[config.mk]
export PLATFORM = sky130hd
export DESIGN_NAME = pdc_matcher
export DESIGN_NICKNAME = d
export VERILOG_FILES = /design/src/rtl/pdc_pkg.sv /design/src/rtl/pdc_matcher.sv
export SDC_FILE = /design/constraint.sdc
export NUM_CORES = 1
export LEC_CHECK = 0
export CORE_ASPECT_RATIO = 0.9
export CORE_MARGIN = 5
export CORE_UTILIZATION = 47
export CTS_BUF_LIST = sky130_fd_sc_hd__clkbuf_4 sky130_fd_sc_hd__clkbuf_8
export DETAILED_ROUTE_END_ITERATION = 6
export DONT_BUFFER_PORTS = 1
export GPL_TIMING_DRIVEN = 0
export PLACE_DENSITY = 0.64
export SLEW_MARGIN = 20
export SYNTH_ARGS = -nofsm -noshare
export SYNTH_HDL_FRONTEND = slang
export SYNTH_SLANG_ARGS = --single-unit
[constraint.sdc]
create_clock -name clk -period 11 [get_ports clk]
set_input_delay 1.65 -clock clk [delete_from_list [all_inputs] [get_ports clk]]
set_output_delay 1.65 -clock clk [all_outputs]
set_load 0.005 [all_outputs]
[src/rtl/pdc_pkg.sv]
// Shared types and constants for the pattern deduplication counter.
// Used by the core and the matcher under rtl; depends on nothing else.
package pdc_pkg;

  // Default sizes handed to the top level parameters.
  localparam int MAX_PATTERNS_DEF = 256;
  localparam int MAX_SIDE_DEF     = 4;
  localparam int LEAF_BITS_DEF    = 32;

  // Fixed field widths of the ports.
  localparam int LEAF_W   = 32;
  localparam int INDEX_W  = 8;
  localparam int COUNT_W  = 32;
  localparam int STATUS_W = 2;
  localparam int SIDE_W   = 3;

  // Side length after reset.
  localparam logic [SIDE_W-1:0] SIDE_RESET = 3'd3;

  // Result status codes.
  localparam logic [STATUS_W-1:0] ST_OK     = 2'd0;
  localparam logic [STATUS_W-1:0] ST_FULL   = 2'd1;
  localparam logic [STATUS_W-1:0] ST_LENGTH = 2'd2;

  // One input leaf transfer.
  typedef struct packed {
    logic [LEAF_W-1:0] leaf;
    logic              last_leaf;
  } leaf_item_t;

  // One result transfer.
  typedef struct packed {
    logic [INDEX_W-1:0]  pattern_index;
    logic                is_new;
    logic [COUNT_W-1:0]  occurrences;
    logic [STATUS_W-1:0] status;
  } result_item_t;

  // Outcome of a table search, valid for the single cycle in which done is high.
  typedef struct packed {
    logic done;
    logic hit;
  } match_stat_t;

endpackage

[src/rtl/pdc_matcher.sv]
// Table search engine: walks stored patterns leaf by leaf through the store RAM.
// Depends on pdc_pkg for the search status struct.
module pdc_matcher #(
  parameter int ENT_W      = 8,
  parameter int IDX_W      = 4,
  parameter int LEAF_CNT_W = 5,
  parameter int LEAF_BITS  = 32
) (
  input  logic                  clk,
  input  logic                  rst,
  input  logic                  start,
  input  logic [LEAF_CNT_W-1:0] need,
  input  logic [ENT_W:0]        in_use,
  input  logic [LEAF_BITS-1:0]  rd_leaf,
  input  logic [LEAF_BITS-1:0]  ref_leaf,
  output logic [ENT_W+IDX_W-1:0] rd_addr,
  output logic [IDX_W-1:0]      ref_idx,
  output pdc_pkg::match_stat_t  stat,
  output logic [ENT_W-1:0]      hit_ent
);
  import pdc_pkg::*;

  // Issue side: entry and leaf of the read being launched.
  logic             busy;
  logic [ENT_W:0]   iss_ent;
  logic [IDX_W-1:0] iss_idx;

  // Compare side: the read whose data arrives this cycle.
  logic                 pend;
  logic [ENT_W-1:0]     pend_ent;
  logic                 pend_last;
  logic [LEAF_BITS-1:0] pend_ref;

  logic issue_en;
  logic idx_last;
  logic eq;
  logic hit;
  logic miss;
  logic abort;

  // A read is launched every cycle while entries remain; a mismatch restarts
  // the walk at the next entry and drops the read launched behind it.
  always_comb begin
    issue_en = busy && (iss_ent < in_use);
    idx_last = (LEAF_CNT_W'(iss_idx) == (need - LEAF_CNT_W'(1)));
    eq       = (rd_leaf == pend_ref);
    hit      = busy && pend && eq && pend_last;
    abort    = busy && pend && !eq;
    miss     = busy && !pend && !issue_en;
    stat.done = hit || miss;
    stat.hit  = hit;
  end

  assign rd_addr = {iss_ent[ENT_W-1:0], iss_idx};
  assign ref_idx = iss_idx;
  assign hit_ent = pend_ent;

  // Walk sequencer.
  always_ff @(posedge clk) begin
    if (rst) begin
      busy <= 1'b0;
      pend <= 1'b0;
    end else if (start) begin
      busy    <= 1'b1;
      pend    <= 1'b0;
      iss_ent <= '0;
      iss_idx <= '0;
    end else if (busy) begin
      if (hit || miss) begin
        busy <= 1'b0;
        pend <= 1'b0;
      end else if (abort) begin
        pend    <= 1'b0;
        iss_ent <= {1'b0, pend_ent} + (ENT_W+1)'(1);
        iss_idx <= '0;
      end else begin
        pend <= issue_en;
        if (issue_en) begin
          pend_ent  <= iss_ent[ENT_W-1:0];
          pend_last <= idx_last;
          pend_ref  <= ref_leaf;
          if (idx_last) begin
            iss_ent <= iss_ent + (ENT_W+1)'(1);
            iss_idx <= '0;
          end else begin
            iss_idx <= iss_idx + IDX_W'(1);
          end
        end
      end
    end
  end

endmodule

==> Word-level counts from Yosys, hierarchy flattened <==
Cells that the tools add are included.
{ "word_totals": {"register_bits": 56, "input_bits": 81, "output_inout_bits": 26, "wordCells": 52} }
{ "op_classes": {"add_sub_neg": 4, "order_cmp": 1, "eq_ne": 3, "n_mux": 15, "bitwise": 4, "reduce_logical": 18} }
{ "op_table": {"columns": ["operator", "n"], "rows": [
  ["2-to-1 mux 9 bit", 5],
  ["equality test 32 bit", 1],
  ["2-to-1 mux 4 bit", 5],
  ["adder 8 x 1 -> 9 bit (second input constant)", 1],
  ["adder 9 x 1 -> 9 bit (second input constant)", 1],
  ["< comparator 9 bit", 1],
  ["logical AND 1 bit", 7],
  ["AND reduction 6 bit", 1],
  ["nonzero test 3 bit", 2],
  ["equality test 4 x 5 -> 1 bit", 1],
  ["2-to-1 mux 1 bit", 5],
  ["AND reduction 5 bit", 1],
  ["subtractor 5 x 1 -> 5 bit (second input constant)", 1],
  ["adder 4 x 1 -> 4 bit (second input constant)", 1],
  ["NOT 1 bit", 4],
  ["AND reduction 4 bit", 1],
  ["logical NOT 1 bit", 3],
  ["inequality test 2 bit (second input constant)", 1],
  ["nonzero test 2 bit", 1],
  ["OR reduction 2 bit", 1],
  ["logical OR 1 bit", 1]
]} }

==> Longest topological paths before layout <==
Gate-level depths: netlist (run 1).
{ "logic_depth": {"word_depth": 8, "mapped_depth": 14, "ltp_nobuf": 12} }

==> Least setup slack after synthesis (run 1) <==
OpenSTA, ideal clock, no wires.
{ "synth_path": {"kind": "input port to flip-flop", "start": "in in_use[6]", "end": "reg pend_ent[0], in the netlist hit_ent[0], enable pin", "setup_time_ns": 0.542, "t_arrival_ns": 6.711, "required_time_ns": 10.458, "slack_ns": 3.747, "stages": 9, "path_buffers": 0, "cell_sequence": "inv_1 ha_1 o21a_1 o21ai_0 nand2b_1 nor2b_1 a32oi_1 nor2b_1 nor4_1"} }
{ "synth_lines": {"columns": ["element", "line", "text"], "rows": [
  ["start: declaration", "pdc_matcher.sv:13", "input logic [ENT_W:0] in_use,"],
  ["end signal: assignment", "pdc_matcher.sv:79", "pend_ent <= iss_ent[ENT_W-1:0];"],
  ["end: declaration", "pdc_matcher.sv:30", "logic [ENT_W-1:0] pend_ent;"]
]} }

==> flow_results.xml, run 1 <==
<?xml version="1.0" encoding="UTF-8"?>
<metrics>
  <group name="clock_network">
    <metric name="cts_max_path_buffers" unit="">2</metric>
    <metric name="clock_tree.root_cell" unit="">sky130_fd_sc_hd__clkbuf_8</metric>
    <metric name="cts_post_setup_buffers_inserted" unit="">0</metric>
    <metric name="post_cts.resized_instances" unit="">0</metric>
    <metric name="worstSkewPairLatency" unit="ns">0.31</metric>
    <metric name="clkSlewWorstSetupHoldPaths" unit="ns">0.09</metric>
    <metric name="clock_tree.htree_level_count" unit="">2</metric>
    <metric name="cts-buffers-inserted" unit="">5</metric>
    <metric name="number_of_clock_sinks_seen_by_cts" unit="">56</metric>
    <metric name="cts_tree" unit="">yes</metric>
    <metric name="postCtsHoldBufs" unit="">0</metric>
  </group>
  <group name="sta">
    <metric name="max-slew-margin-rel" unit="%">51.0</metric>
    <metric name="min_period_over_period" unit="%">42.9</metric>
    <metric name="max_clock_freq" unit="MHz">212</metric>
    <metric name="timing.final.max_slew_violations" unit="">0</metric>
    <metric name="final-setup-viol-count" unit="">0</metric>
    <metric name="skew" unit="ns">0.0101</metric>
    <metric name="worst-slew-pin-transition" unit="ns">0.731</metric>
    <metric name="final-hold-violation-count" unit="">0</metric>
    <metric name="hold_ws" unit="ns">0.594</metric>
    <metric name="fin_crit" unit="ns">4.71</metric>
    <metric name="setup-tns-final" unit="ns">0</metric>
    <metric name="unrepaired_setup_endpoints_after_global_routing" unit="">no</metric>
  </group>
  <group name="placed_design">
    <metric name="postPlaceCellArea" unit="um^2">3120</metric>
    <metric name="dp.final_hpwl" unit="mm">4.66</metric>
    <metric name="io_buffer_count" unit="">0</metric>
    <metric name="placedCellCount" unit="">333</metric>
    <metric name="globalplace.congestion" unit="">0.733</metric>
  </group>
  <group name="drt">
    <metric name="vias_per_cell" unit="">5.28</metric>
    <metric name="wire_per_inst" unit="um">16.8</metric>
    <metric name="detailed_routing_iterations_pass_1" unit="">4</metric>
    <metric name="finalWirelength" unit="mm">5.72</metric>
    <metric name="detail_route.iter0.violations" unit="">81</metric>
    <metric name="detail_route.drc_violations" unit="">0</metric>
    <metric name="detail-route-antenna-nets" unit="">0</metric>
    <metric name="num_vias" unit="">1801</metric>
  </group>
  <group name="floorplan">
    <metric name="die_area" unit="um^2">8000</metric>
    <metric name="floorplan.core_area" unit="um^2">6110</metric>
    <metric name="io_pins" unit="">107</metric>
    <metric name="rows" unit="">27</metric>
    <metric name="effective_utilization_at_floorplan" unit="%">48.5</metric>
    <metric name="floorplan.die.height" unit="um">85.3</metric>
    <metric name="die-width" unit="um">93.7</metric>
  </group>
  <group name="final_layout">
    <metric name="stdcell_area" unit="um^2">3210</metric>
    <metric name="finish.cell_count_without_fillers" unit="">341</metric>
    <metric name="antenna_cells_inserted" unit="">0</metric>
    <metric name="nFillCells" unit="">529</metric>
    <metric name="area_delta_synth_final" unit="%">8.32</metric>
    <metric name="drive_gt1_share" unit="%">15.0</metric>
    <metric name="nets" unit="">345</metric>
  </group>
  <group name="power">
    <metric name="power_density" unit="nW/um^2">122</metric>
    <metric name="total_power" unit="uW">390</metric>
    <metric name="p_leak" unit="uW">0.00116</metric>
    <metric name="vdd_ir_drop_max" unit="mV">0.0551</metric>
  </group>
  <group name="setup_path">
    <metric name="rrSetupSlack" unit="ns">7.78</metric>
    <metric name="startpoint_type" unit="">primary input</metric>
    <metric name="worst_r2r_startpoint" unit="">pend_ref[3]</metric>
    <metric name="r2r_end" unit="">iss_ent[6]</metric>
    <metric name="worst-setup-path-type" unit="">in2out</metric>
    <metric name="worstPathRequired" unit="ns">9.35</metric>
    <metric name="slowest_stage" unit="">sky130_fd_sc_hd__nor4_1</metric>
    <metric name="crit_path_cell_trace" unit="">xor2_1 &gt; nor4_1 &gt; nand4_1 &gt; nor2_1 &gt; a32oi_1 &gt; nor2b_1</metric>
    <metric name="arrival" unit="ns">3.06</metric>
    <metric name="worst-path-max-fanout" unit="">3</metric>
    <metric name="critical_path.n_buffers_inverters" unit="">0</metric>
    <metric name="worst_setup_path_end_kind" unit="">output port</metric>
    <metric name="worst_reg_to_reg_path_cell_count" unit="">14</metric>
    <metric name="slowest_delay" unit="ns">0.35</metric>
    <metric name="cpLargestDelayFamily" unit="">simple AND/OR/NAND/NOR gates</metric>
  </group>
  <group name="global_routing">
    <metric name="grt_antenna_before_repair" unit="">0</metric>
    <metric name="global_route.overflow_total" unit="">0</metric>
    <metric name="grt_max_degree" unit="">19</metric>
    <metric name="first_global_vias" unit="">1968</metric>
    <metric name="global_route_wire_length_before_repair" unit="mm">9.23</metric>
    <metric name="global_route.usage.total" unit="%">14.8</metric>
  </group>
  <group name="synthesis">
    <metric name="synth.top_cells.by_count" unit="">54 x sky130_fd_sc_hd__edfxtp_1, 37 x sky130_fd_sc_hd__xor2_1, 18 x sky130_fd_sc_hd__nor2_1</metric>
    <metric name="syn_avg_cell_area" unit="um^2">12.4</metric>
    <metric name="synth.distinct_cells" unit="">39</metric>
    <metric name="synth-async-reset-ratio" unit="%">0</metric>
    <metric name="top_count_cell_post_synth" unit="">sky130_fd_sc_hd__edfxtp_1</metric>
    <metric name="yosysWarningCount" unit="">0</metric>
    <metric name="yosysSeqAreaShare" unit="%">56.1</metric>
    <metric name="ys_seq_elements" unit="">56</metric>
    <metric name="synth-main-ff-cell" unit="">sky130_fd_sc_hd__edfxtp_1</metric>
    <metric name="yosysTopAreaCellShare" unit="%">54.7</metric>
    <metric name="synthesis.instances" unit="">240</metric>
    <metric name="synth_edf_count" unit="">54</metric>
    <metric name="netlist_top_cells_area" unit="">sky130_fd_sc_hd__edfxtp_1 55%, sky130_fd_sc_hd__xor2_1 11%, sky130_fd_sc_hd__ha_1 4.6%, sky130_fd_sc_hd__buf_4 3.3%, sky130_fd_sc_hd__nor2_1 2.3%</metric>
    <metric name="netlist.top_cell.by_area" unit="">sky130_fd_sc_hd__edfxtp_1</metric>
    <metric name="synthesis.nets" unit="">332</metric>
    <metric name="mapped_cell_area" unit="um^2">2960</metric>
  </group>
  <group name="flow_run">
    <metric name="max_cap_violations" unit="">0</metric>
  </group>
  <group name="min_path">
    <metric name="timing.hold.worst.start" unit="">iss_ent[0]</metric>
    <metric name="worst_hold_class" unit="">reg2reg</metric>
    <metric name="min_to" unit="">hit_ent[0]</metric>
    <metric name="hold_path_depth" unit="">0</metric>
  </group>
  <group name="outcome">
    <metric name="run_status" unit="">complete, no violations</metric>
  </group>
</metrics>
-- placed cells by master, fill, tap and decap left out, drive strengths merged, types with 8 or more instances in the layout --
cell type,instances
edfxtp,54
xor2,37
buf,20
nor2,18
inv,13
ha,11
nor4,10
nand3,9
a21oi,8
-- registers in the layout, summed over array words and instances, names as in the netlist --
name / cells
pend_ref: 32
pend_last: 1
ref_idx: 4
iss_ent: 9
pend: 1
hit_ent: 8
busy: 1
-- layout make-up --
type / count / area [um^2] / share of cell area (%)
clock buffers: 5 / 68.8 / 2.14
clock inverters: 3 / 22.5 / 0.701
well taps: 87 / 109 / 3.39
flip-flops and latches: 56 / 1660 / 51.8
multi-input cells: 156 / 1150 / 35.9
inverters: 12 / 45.0 / 1.40
repair buffers: 6 / 35.0 / 1.09
plain buffers: 16 / 116 / 3.62
-- how the worst max path moves through the flow --
stage / startpoint / endpoint / slack, ns / depth (start not counted)
global route: rd_leaf[3] / stat[1] / 6.19 / 6
detailed placement: rd_leaf[3] / stat[1] / 6.28 / 6
finish: rd_leaf[3] / stat[1] / 6.29 / 6
floorplan: in_use[6] / hit_ent[0] / 3.75 / 9
CTS: rd_leaf[3] / stat[1] / 6.28 / 6
global placement: rd_leaf[3] / pend_ref[2] / 2.01 / 6
-- worst reg2reg max path: stages (launching register included) --
cell and delay, ns:
sky130_fd_sc_hd__edfxtp_1 0.39, sky130_fd_sc_hd__xor2_1 0.17, sky130_fd_sc_hd__nor4_1 0.35, sky130_fd_sc_hd__nand4_1 0.25
sky130_fd_sc_hd__o21ba_1 0.25, sky130_fd_sc_hd__buf_6 0.14, sky130_fd_sc_hd__clkbuf_1 0.25, sky130_fd_sc_hd__mux2_2 0.31
sky130_fd_sc_hd__ha_1 0.21, sky130_fd_sc_hd__nand3_1 0.14, sky130_fd_sc_hd__nor2_1 0.16, sky130_fd_sc_hd__xnor2_1 0.12
sky130_fd_sc_hd__nor2_1 0.05, sky130_fd_sc_hd__a21oi_1 0.13, sky130_fd_sc_hd__nor2_1 0.05
-- per-stage QoR --
| stage | utilization [%] | setup slack [ns] |
|---|---|---|
| after floorplan | - | 3.75 |
| after global placement | 50.3 | 2.01 |
| after detailed placement | 51.0 | 6.28 |
| after CTS | 52.5 | 6.28 |
| after global routing | 52.5 | 6.19 |
| final | 52.5 | 6.29 |
-- layer usage --
metal  global-route usage, %  share of wire, %
met1                    17.6                40
met2                    25.0                49
met3                    5.59               9.1
met4                    4.33               1.3
met5                       0                 0
-- cell families (layout without fill, tap and decap cells) --
group | after synthesis | in the layout | share of synthesized area [%]
buffers and inverters | 28 | 42 | 5.45
flip-flops | 56 | 56 | 56.1
AND/OR/NAND/NOR | 68 | 68 | 11.9
multiplexers | 10 | 10 | 3.88
XOR/XNOR | 44 | 44 | 13.0
adder cells (fa/ha/maj) | 11 | 11 | 4.64
AO/OA/AOI/OAI | 23 | 23 | 5.02
-- where the power goes --
group | internal (uW) | switching [uW] | leakage, uW | total (uW)
clock | 45.7 | 66.8 | 0.0000485 | 113
combinational | 15.9 | 16.3 | 0.000605 | 32.2
sequential | 240 | 5.36 | 0.000509 | 246
No activity file was read; power rests on OpenSTA's default activity.
==> run 2, diff against run 1 <==
--- a/config.mk
+++ b/config.mk
@@ -5,6 +5,7 @@
 export SDC_FILE = /design/constraint.sdc
 export NUM_CORES = 1
 export LEC_CHECK = 0
+export ABC_AREA = 1
 export CORE_ASPECT_RATIO = 0.9
 export CORE_MARGIN = 5
 export CORE_UTILIZATION = 47
@@ -12,7 +13,7 @@
 export DETAILED_ROUTE_END_ITERATION = 6
 export DONT_BUFFER_PORTS = 1
 export GPL_TIMING_DRIVEN = 0
-export PLACE_DENSITY = 0.64
+export PLACE_DENSITY = 0.66
 export SLEW_MARGIN = 20
 export SYNTH_ARGS = -nofsm -noshare
 export SYNTH_HDL_FRONTEND = slang
==> constraint.sdc (replaced) <==
create_clock -name clk -period 4 [get_ports clk]
set_input_delay 0.6 -clock clk [delete_from_list [all_inputs] [get_ports clk]]
set_output_delay 0.6 -clock clk [all_outputs]
set_load 0.005 [all_outputs]
==> flow_results.xml, run 2 <==
<?xml version="1.0" encoding="UTF-8"?>
<metrics>
  <group name="synthesis">
    <metric name="synthesis.instances" unit="">322</metric>
    <metric name="synth.distinct_cells" unit="">29</metric>
    <metric name="synth.top_cells.by_count" unit="">83 x sky130_fd_sc_hd__nand2_1, 54 x sky130_fd_sc_hd__edfxtp_1, 42 x sky130_fd_sc_hd__inv_1</metric>
    <metric name="netlist.top_cell.by_area" unit="">sky130_fd_sc_hd__edfxtp_1</metric>
    <metric name="ys_seq_elements" unit="">56</metric>
    <metric name="synth-async-reset-ratio" unit="%">0</metric>
    <metric name="mapped_cell_area" unit="um^2">3120</metric>
    <metric name="yosysWarningCount" unit="">0</metric>
    <metric name="synth-main-ff-cell" unit="">sky130_fd_sc_hd__edfxtp_1</metric>
    <metric name="top_count_cell_post_synth" unit="">sky130_fd_sc_hd__nand2_1</metric>
    <metric name="syn_avg_cell_area" unit="um^2">9.68</metric>
    <metric name="synthesis.nets" unit="">414</metric>
    <metric name="yosysTopAreaCellShare" unit="%">52.0</metric>
    <metric name="yosysSeqAreaShare" unit="%">53.3</metric>
    <metric name="synth_edf_count" unit="">54</metric>
    <metric name="netlist_top_cells_area" unit="">sky130_fd_sc_hd__edfxtp_1 52%, sky130_fd_sc_hd__nand2_1 10%, sky130_fd_sc_hd__xnor2_1 7.3%, sky130_fd_sc_hd__inv_1 5.1%, sky130_fd_sc_hd__ha_1 4.4%</metric>
  </group>
  <group name="clock_network">
    <metric name="number_of_clock_sinks_seen_by_cts" unit="">56</metric>
    <metric name="cts_post_setup_buffers_inserted" unit="">0</metric>
    <metric name="cts_max_path_buffers" unit="">2</metric>
    <metric name="clkSlewWorstSetupHoldPaths" unit="ns">0.10</metric>
    <metric name="postCtsHoldBufs" unit="">0</metric>
    <metric name="cts_tree" unit="">yes</metric>
    <metric name="worstSkewPairLatency" unit="ns">0.30</metric>
    <metric name="post_cts.resized_instances" unit="">0</metric>
    <metric name="clock_tree.htree_level_count" unit="">2</metric>
    <metric name="clock_tree.root_cell" unit="">sky130_fd_sc_hd__clkbuf_8</metric>
    <metric name="cts-buffers-inserted" unit="">5</metric>
  </group>
  <group name="setup_path">
    <metric name="timing.critical_path.depth" unit="">11</metric>
    <metric name="rrSetupSlack" unit="ns">1.23</metric>
    <metric name="cpLargestDelayFamily" unit="">simple AND/OR/NAND/NOR gates</metric>
    <metric name="worst_r2r_startpoint" unit="">iss_ent[4]</metric>
    <metric name="worst_reg_to_reg_path_cell_count" unit="">11</metric>
    <metric name="slowest_delay" unit="ns">0.46</metric>
    <metric name="crit_path_cell_trace" unit="">ha_1 &gt; a21oi_1 &gt; o21ai_0 &gt; nand2_1 &gt; o2111ai_1 &gt; nor2_1 &gt; nand2_1 &gt; nor4_4 &gt; buf_6 &gt; buf_6 &gt; buf_6</metric>
    <metric name="worst-path-max-fanout" unit="">13</metric>
    <metric name="worstPathRequired" unit="ns">4.02</metric>
    <metric name="slowest_stage" unit="">sky130_fd_sc_hd__edfxtp_1</metric>
    <metric name="worst_setup_path_end_kind" unit="">flip-flop</metric>
    <metric name="r2r_end" unit="">pend_ref[15]</metric>
    <metric name="arrival" unit="ns">2.80</metric>
    <metric name="worst-setup-path-type" unit="">reg2reg</metric>
    <metric name="critical_path.n_buffers_inverters" unit="">3</metric>
    <metric name="cp_common_cell" unit="">sky130_fd_sc_hd__buf_6</metric>
    <metric name="startpoint_type" unit="">flip-flop</metric>
  </group>
  <group name="final_layout">
    <metric name="seq_area" unit="um^2">1660</metric>
    <metric name="mostFrequentLayoutCell" unit="">sky130_fd_sc_hd__nand2_1</metric>
    <metric name="largest_reg_by_ff_count" unit="">pend_ref</metric>
    <metric name="finish.cell_count_without_fillers" unit="">424</metric>
    <metric name="drive_gt1_share" unit="%">13.5</metric>
    <metric name="nFillCells" unit="">611</metric>
    <metric name="nets" unit="">425</metric>
    <metric name="combined_area_of_the_multi_input_logic_cells" unit="um^2">1200</metric>
    <metric name="largest_reg_flops" unit="">32</metric>
    <metric name="antenna_cells_inserted" unit="">0</metric>
    <metric name="mostFrequentLayoutCells" unit="">83 x sky130_fd_sc_hd__nand2_1, 54 x sky130_fd_sc_hd__edfxtp_1, 42 x sky130_fd_sc_hd__inv_1, 28 x sky130_fd_sc_hd__nor2_1, 26 x sky130_fd_sc_hd__xnor2_1</metric>
    <metric name="area_delta_synth_final" unit="%">9.15</metric>
  </group>
  <group name="power">
    <metric name="vdd_ir_drop_max" unit="mV">0.147</metric>
    <metric name="total_power" unit="uW">1140</metric>
    <metric name="power_density" unit="nW/um^2">335</metric>
    <metric name="p_leak" unit="uW">0.00142</metric>
  </group>
  <group name="min_path">
    <metric name="timing.hold.worst.start" unit="">rst</metric>
    <metric name="worst_hold_class" unit="">in2reg</metric>
    <metric name="min_to" unit="">busy</metric>
    <metric name="hold_path_depth" unit="">1</metric>
  </group>
  <group name="drt">
    <metric name="met3WireLength" unit="um">633</metric>
    <metric name="detail_route.iter0.violations" unit="">53</metric>
    <metric name="detail-route-antenna-nets" unit="">0</metric>
    <metric name="met2RoutedLength" unit="mm">2.99</metric>
    <metric name="detailed_routing_iterations_pass_1" unit="">4</metric>
    <metric name="m1WireLength" unit="mm">2.53</metric>
    <metric name="num_vias" unit="">2044</metric>
    <metric name="finalWirelength" unit="mm">6.21</metric>
    <metric name="vias_per_cell" unit="">4.82</metric>
    <metric name="top_sig_layer" unit="">met4</metric>
    <metric name="detail_route.drc_violations" unit="">0</metric>
    <metric name="wire_per_inst" unit="um">14.6</metric>
  </group>
  <group name="sta">
    <metric name="setup-tns-final" unit="ns">0</metric>
    <metric name="final_critical_path_setup_slack" unit="ns">1.23</metric>
    <metric name="hold_ws" unit="ns">0.358</metric>
    <metric name="max_clock_freq" unit="MHz">360</metric>
    <metric name="fin_crit" unit="ns">2.77</metric>
    <metric name="worst-slew-pin-transition" unit="ns">0.781</metric>
    <metric name="final-setup-viol-count" unit="">0</metric>
    <metric name="final-hold-violation-count" unit="">0</metric>
    <metric name="max-slew-margin-rel" unit="%">47.7</metric>
    <metric name="timing.final.max_slew_violations" unit="">0</metric>
    <metric name="skew" unit="ns">0.00697</metric>
    <metric name="min_period_over_period" unit="%">69.4</metric>
    <metric name="unrepaired_setup_endpoints_after_global_routing" unit="">no</metric>
  </group>
  <group name="outcome">
    <metric name="run_status" unit="">complete, no violations</metric>
  </group>
  <group name="global_routing">
    <metric name="grt_max_degree" unit="">18</metric>
    <metric name="global_route.usage.total" unit="%">15.2</metric>
    <metric name="global_route.overflow_total" unit="">0</metric>
    <metric name="first_global_vias" unit="">1962</metric>
    <metric name="grt_antenna_before_repair" unit="">0</metric>
    <metric name="global_route_wire_length_before_repair" unit="mm">9.57</metric>
  </group>
  <group name="floorplan">
    <metric name="effective_utilization_at_floorplan" unit="%">47.8</metric>
    <metric name="floorplan.core_area" unit="um^2">6520</metric>
    <metric name="io_pins" unit="">107</metric>
    <metric name="rows" unit="">28</metric>
    <metric name="die_area" unit="um^2">8360</metric>
    <metric name="die-width" unit="um">95.8</metric>
    <metric name="floorplan.die.height" unit="um">87.3</metric>
  </group>
  <group name="placed_design">
    <metric name="io_buffer_count" unit="">0</metric>
    <metric name="globalplace.congestion" unit="">0.729</metric>
    <metric name="dp.final_hpwl" unit="mm">5.13</metric>
    <metric name="place_ws" unit="ns">1.02</metric>
    <metric name="placedCellCount" unit="">416</metric>
  </group>
  <group name="flow_run">
    <metric name="max_cap_violations" unit="">0</metric>
  </group>
</metrics>
-- run 2: worst register-to-register path, cell delays in order (launching register included) --
cell and delay [ns]:
sky130_fd_sc_hd__edfxtp_1 0.46, sky130_fd_sc_hd__ha_1 0.32, sky130_fd_sc_hd__a21oi_1 0.14, sky130_fd_sc_hd__o21ai_0 0.13
sky130_fd_sc_hd__nand2_1 0.08, sky130_fd_sc_hd__o2111ai_1 0.18, sky130_fd_sc_hd__nor2_1 0.13, sky130_fd_sc_hd__nand2_1 0.11
sky130_fd_sc_hd__nor4_4 0.38, sky130_fd_sc_hd__buf_6 0.21, sky130_fd_sc_hd__buf_6 0.17, sky130_fd_sc_hd__buf_6 0.18
-- run 2: final cells by class --
| class | instances | share of cell area [%] |
|---|---|---|
| clock inverter | 3 | 1.25 |
| tap | 90 | 3.31 |
| sequential | 56 | 48.8 |
| clock buffer | 5 | 2.02 |
| buffer | 14 | 3.46 |
| timing repair buffer | 4 | 1.21 |
| inverter | 43 | 4.74 |
| multi-input combinational | 209 | 35.2 |
-- run 2: routing by layer --
metal / up-vias / GRT usage, %
met2: 71 / 26.6
met3: 5 / 4.75
met4: 0 / 3.88
li1: 1048 / -
met1: 920 / 17.9
met5: - / 0
-- run 2: report_power, final --
group	switching (uW)	leakage (uW)	internal (uW)
Sequential	12.3	0.000511	660
Clock	175	0.0000541	185
Combinational	57.9	0.000860	49.1
-- run 2: metrics by stage --
step	cell area, um^2	utilization, %
floorplan	3130	-
global placement	3240	49.8
detailed placement	3290	50.5
CTS	3400	52.2
global route	3400	52.2
finish	3400	52.2
-- run 2: worst max-delay path by stage --
stage	slack (ns)	start	endpoint
after global placement	-0.13	in_use[4]	pend_ref[14]
after detailed placement	1.02	rd_leaf[1]	pend_ref[15]
after CTS	1.20	iss_ent[4]	pend_ref[15]
after floorplan	0.68	in_use[4]	hit_ent[0]
final	1.23	iss_ent[4]	pend_ref[15]
after global routing	0.99	pend_ref[23]	pend_ref[13]
-- run 2: kinds of logic (layout without fill, tap and decap cells) --
group	after synthesis	in the layout	share of synthesized area [%]
AOI/OAI and AO/OA	18	18	3.29
xor gates and xnor gates	31	31	8.71
adders and majority gates	11	11	4.42
buffers and inverters	57	69	8.95
DFF	56	56	53.3
and+or+nand+nor	149	149	21.3
==> run 3, diff against run 2 <==
==> constraint.sdc (replaced) <==
create_clock -name clk -period 2.53 [get_ports clk]
set_input_delay 0.3795 -clock clk [delete_from_list [all_inputs] [get_ports clk]]
set_output_delay 0.3795 -clock clk [all_outputs]
set_load 0.005 [all_outputs]
==> flow_results.xml, run 3 (same netlist as run 2, synthesis figures left out) <==
<?xml version="1.0" encoding="UTF-8"?>
<metrics>
  <group name="outcome">
    <metric name="run_status" unit="">complete, no violations</metric>
  </group>
  <group name="floorplan">
    <metric name="floorplan.core_area" unit="um^2">6520</metric>
    <metric name="floorplan.die.height" unit="um">87.3</metric>
    <metric name="effective_utilization_at_floorplan" unit="%">47.8</metric>
    <metric name="io_pins" unit="">107</metric>
    <metric name="die_area" unit="um^2">8360</metric>
    <metric name="die-width" unit="um">95.8</metric>
    <metric name="rows" unit="">28</metric>
  </group>
  <group name="power">
    <metric name="p_leak" unit="uW">0.00149</metric>
    <metric name="share_of_power_burned_in_the_clock_network" unit="%">27.6</metric>
    <metric name="vdd_ir_drop_max" unit="mV">0.177</metric>
    <metric name="comb_power_share" unit="%">11.0</metric>
    <metric name="power.share.switching" unit="%">22.0</metric>
    <metric name="relative_contribution_of_sequential_cells_to_total_power" unit="%">61.4</metric>
    <metric name="power_density" unit="nW/um^2">488</metric>
    <metric name="cell_internal_pwr" unit="uW">1350</metric>
    <metric name="power.switching" unit="uW">380</metric>
  </group>
  <group name="min_path">
    <metric name="hold_path_depth" unit="">1</metric>
    <metric name="worst_hold_class" unit="">in2reg</metric>
  </group>
  <group name="clock_network">
    <metric name="worstSkewPairLatency" unit="ns">0.30</metric>
    <metric name="cts_tree" unit="">yes</metric>
    <metric name="number_of_clock_sinks_seen_by_cts" unit="">56</metric>
    <metric name="clock_tree.root_cell" unit="">sky130_fd_sc_hd__clkbuf_8</metric>
    <metric name="cts-buffers-inserted" unit="">5</metric>
    <metric name="cts_max_path_buffers" unit="">2</metric>
    <metric name="clkSlewWorstSetupHoldPaths" unit="ns">0.09</metric>
    <metric name="clock_tree.htree_level_count" unit="">2</metric>
  </group>
  <group name="global_routing">
    <metric name="first_global_vias" unit="">1928</metric>
    <metric name="global_route_wire_length_before_repair" unit="mm">9.21</metric>
    <metric name="global_route.overflow_total" unit="">0</metric>
    <metric name="grt_max_degree" unit="">16</metric>
    <metric name="global_route.usage.total" unit="%">14.6</metric>
    <metric name="grt_antenna_before_repair" unit="">0</metric>
  </group>
  <group name="sta">
    <metric name="worst-slew-pin-transition" unit="ns">0.545</metric>
    <metric name="max_clock_freq" unit="MHz">421</metric>
    <metric name="max-slew-margin-rel" unit="%">63.6</metric>
    <metric name="skew" unit="ns">0.00663</metric>
    <metric name="final-hold-violation-count" unit="">0</metric>
    <metric name="unrepaired_setup_endpoints_after_global_routing" unit="">no</metric>
    <metric name="fin_crit" unit="ns">2.37</metric>
    <metric name="timing.final.max_slew_violations" unit="">0</metric>
    <metric name="min_period_over_period" unit="%">93.8</metric>
    <metric name="final_critical_path_setup_slack" unit="ns">0.156</metric>
    <metric name="final-setup-viol-count" unit="">0</metric>
  </group>
  <group name="drt">
    <metric name="vias_per_cell" unit="">4.81</metric>
    <metric name="wire_per_inst" unit="um">14.5</metric>
    <metric name="detail_route.iter0.violations" unit="">86</metric>
    <metric name="detail_route.drc_violations" unit="">0</metric>
    <metric name="num_vias" unit="">2105</metric>
    <metric name="finalWirelength" unit="mm">6.37</metric>
    <metric name="detail-route-antenna-nets" unit="">0</metric>
    <metric name="detailed_routing_iterations_pass_1" unit="">4</metric>
  </group>
  <group name="setup_path">
    <metric name="arrival" unit="ns">2.39</metric>
    <metric name="worst_setup_path_end_kind" unit="">flip-flop</metric>
    <metric name="startpoint_type" unit="">flip-flop</metric>
    <metric name="worst_reg_to_reg_path_cell_count" unit="">11</metric>
    <metric name="worst-setup-path-type" unit="">reg2reg</metric>
    <metric name="worst-path-max-fanout" unit="">10</metric>
    <metric name="worstPathRequired" unit="ns">2.55</metric>
  </group>
  <group name="placed_design">
    <metric name="globalplace.congestion" unit="">0.726</metric>
    <metric name="dp.final_hpwl" unit="mm">4.99</metric>
    <metric name="io_buffer_count" unit="">0</metric>
    <metric name="postPlaceCellArea" unit="um^2">3300</metric>
    <metric name="place_ws" unit="ns">-0.182</metric>
  </group>
  <group name="final_layout">
    <metric name="area_delta_synth_final" unit="%">13.8</metric>
    <metric name="nets" unit="">439</metric>
    <metric name="seq_area" unit="um^2">1660</metric>
    <metric name="largest_reg_by_ff_count" unit="">pend_ref</metric>
    <metric name="drive_gt1_share" unit="%">18.4</metric>
    <metric name="stdcell_area" unit="um^2">3550</metric>
    <metric name="largest_reg_flops" unit="">32</metric>
    <metric name="nFillCells" unit="">580</metric>
    <metric name="combined_area_of_the_multi_input_logic_cells" unit="um^2">1250</metric>
    <metric name="mostFrequentLayoutCell" unit="">sky130_fd_sc_hd__nand2_1</metric>
    <metric name="antenna_cells_inserted" unit="">0</metric>
    <metric name="mostFrequentLayoutCells" unit="">82 x sky130_fd_sc_hd__nand2_1, 54 x sky130_fd_sc_hd__edfxtp_1, 42 x sky130_fd_sc_hd__inv_1, 28 x sky130_fd_sc_hd__nor2_1, 27 x sky130_fd_sc_hd__buf_4</metric>
  </group>
  <group name="flow_run">
    <metric name="max_cap_violations" unit="">0</metric>
  </group>
</metrics>
run 3: changes by cell type in the layout (fill, tap and decap cells not counted), moves of 2 or more:
cell,change
sky130_fd_sc_hd__ha_1,-3
sky130_fd_sc_hd__nor2_4,+2
sky130_fd_sc_hd__ha_4,+2
sky130_fd_sc_hd__buf_4,+13
sky130_fd_sc_hd__nor2_2,-2
sky130_fd_sc_hd__clkbuf_4,+2
run 3: final cells by class:
type                       instances  area share (%)
sequential                        56            46.8
clock buffer                       7            2.36
timing repair buffer              18            4.34
inverter                          43            4.55
multi-input combinational        209            35.3
buffer                            14            3.32
clock inverter                     1           0.106
tap                               90            3.17
run 3: timing repair:
item | in CTS | in global routing
resized for setup | 4 | 6
pin swaps | 2 | 8
endpoints found under the setup margin | 38 | 49
setup buffers | 4 | 10
hold buffers | 0 | 0
run 3: critical path: stages (launching register included):
cell	delay [ns]
sky130_fd_sc_hd__edfxtp_1	0.47
sky130_fd_sc_hd__ha_4	0.26
sky130_fd_sc_hd__a21oi_2	0.13
sky130_fd_sc_hd__o21ai_1	0.08
sky130_fd_sc_hd__nand2_1	0.08
sky130_fd_sc_hd__o2111ai_2	0.14
sky130_fd_sc_hd__nor2_1	0.14
sky130_fd_sc_hd__nand2_1	0.11
sky130_fd_sc_hd__nor4_4	0.25
sky130_fd_sc_hd__buf_6	0.16
sky130_fd_sc_hd__buf_6	0.14
sky130_fd_sc_hd__buf_8	0.14
run 3: power groups by stage:
stage	combinational (uW)	sequential, uW	clock (uW)
after floorplan	141	1080	0
after global placement	160	1080	0
after detailed placement	170	1080	0
after CTS	177	1060	498
after global routing	215	1070	532
final	190	1060	477
run 3: worst paths after layout:
| path | start | endpoint | slack [ns] |
|---|---|---|---|
| worst max-delay path | iss_ent[2] | pend_ref[11] | 0.16 |
| worst min-delay path | rst | busy | 0.14 |
| worst max register to register | iss_ent[2] | pend_ref[11] | 0.16 |
| worst min register to register | iss_ent[7] | hit_ent[7] | 0.53 |
run 3: per-layer routing:
metal | wire, um | up-vias | track usage [%]
met5 | 0 | - | 0
met4 | 70 | 0 | 3.10
met3 | 583 | 8 | 5.01
met2 | 3200 | 66 | 25.5
met1 | 2520 | 952 | 17.4
li1 | - | 1079 | -
run 3: stage by stage:
stage | TNS, ns | power (uW) | cells | util [%] | hold WS (ns)
global placement | -59.21 | 1240 | 412 | 49.9 | 0.454
floorplan | -23.14 | 1220 | 322 | - | 0.452
CTS | 0 | 1740 | 428 | 52.7 | 0.128
global route | 0 | 1810 | 438 | 54.4 | 0.118
detailed placement | -3.56 | 1260 | 416 | 50.6 | 0.457
finish | 0 | 1730 | 438 | 54.4 | 0.136
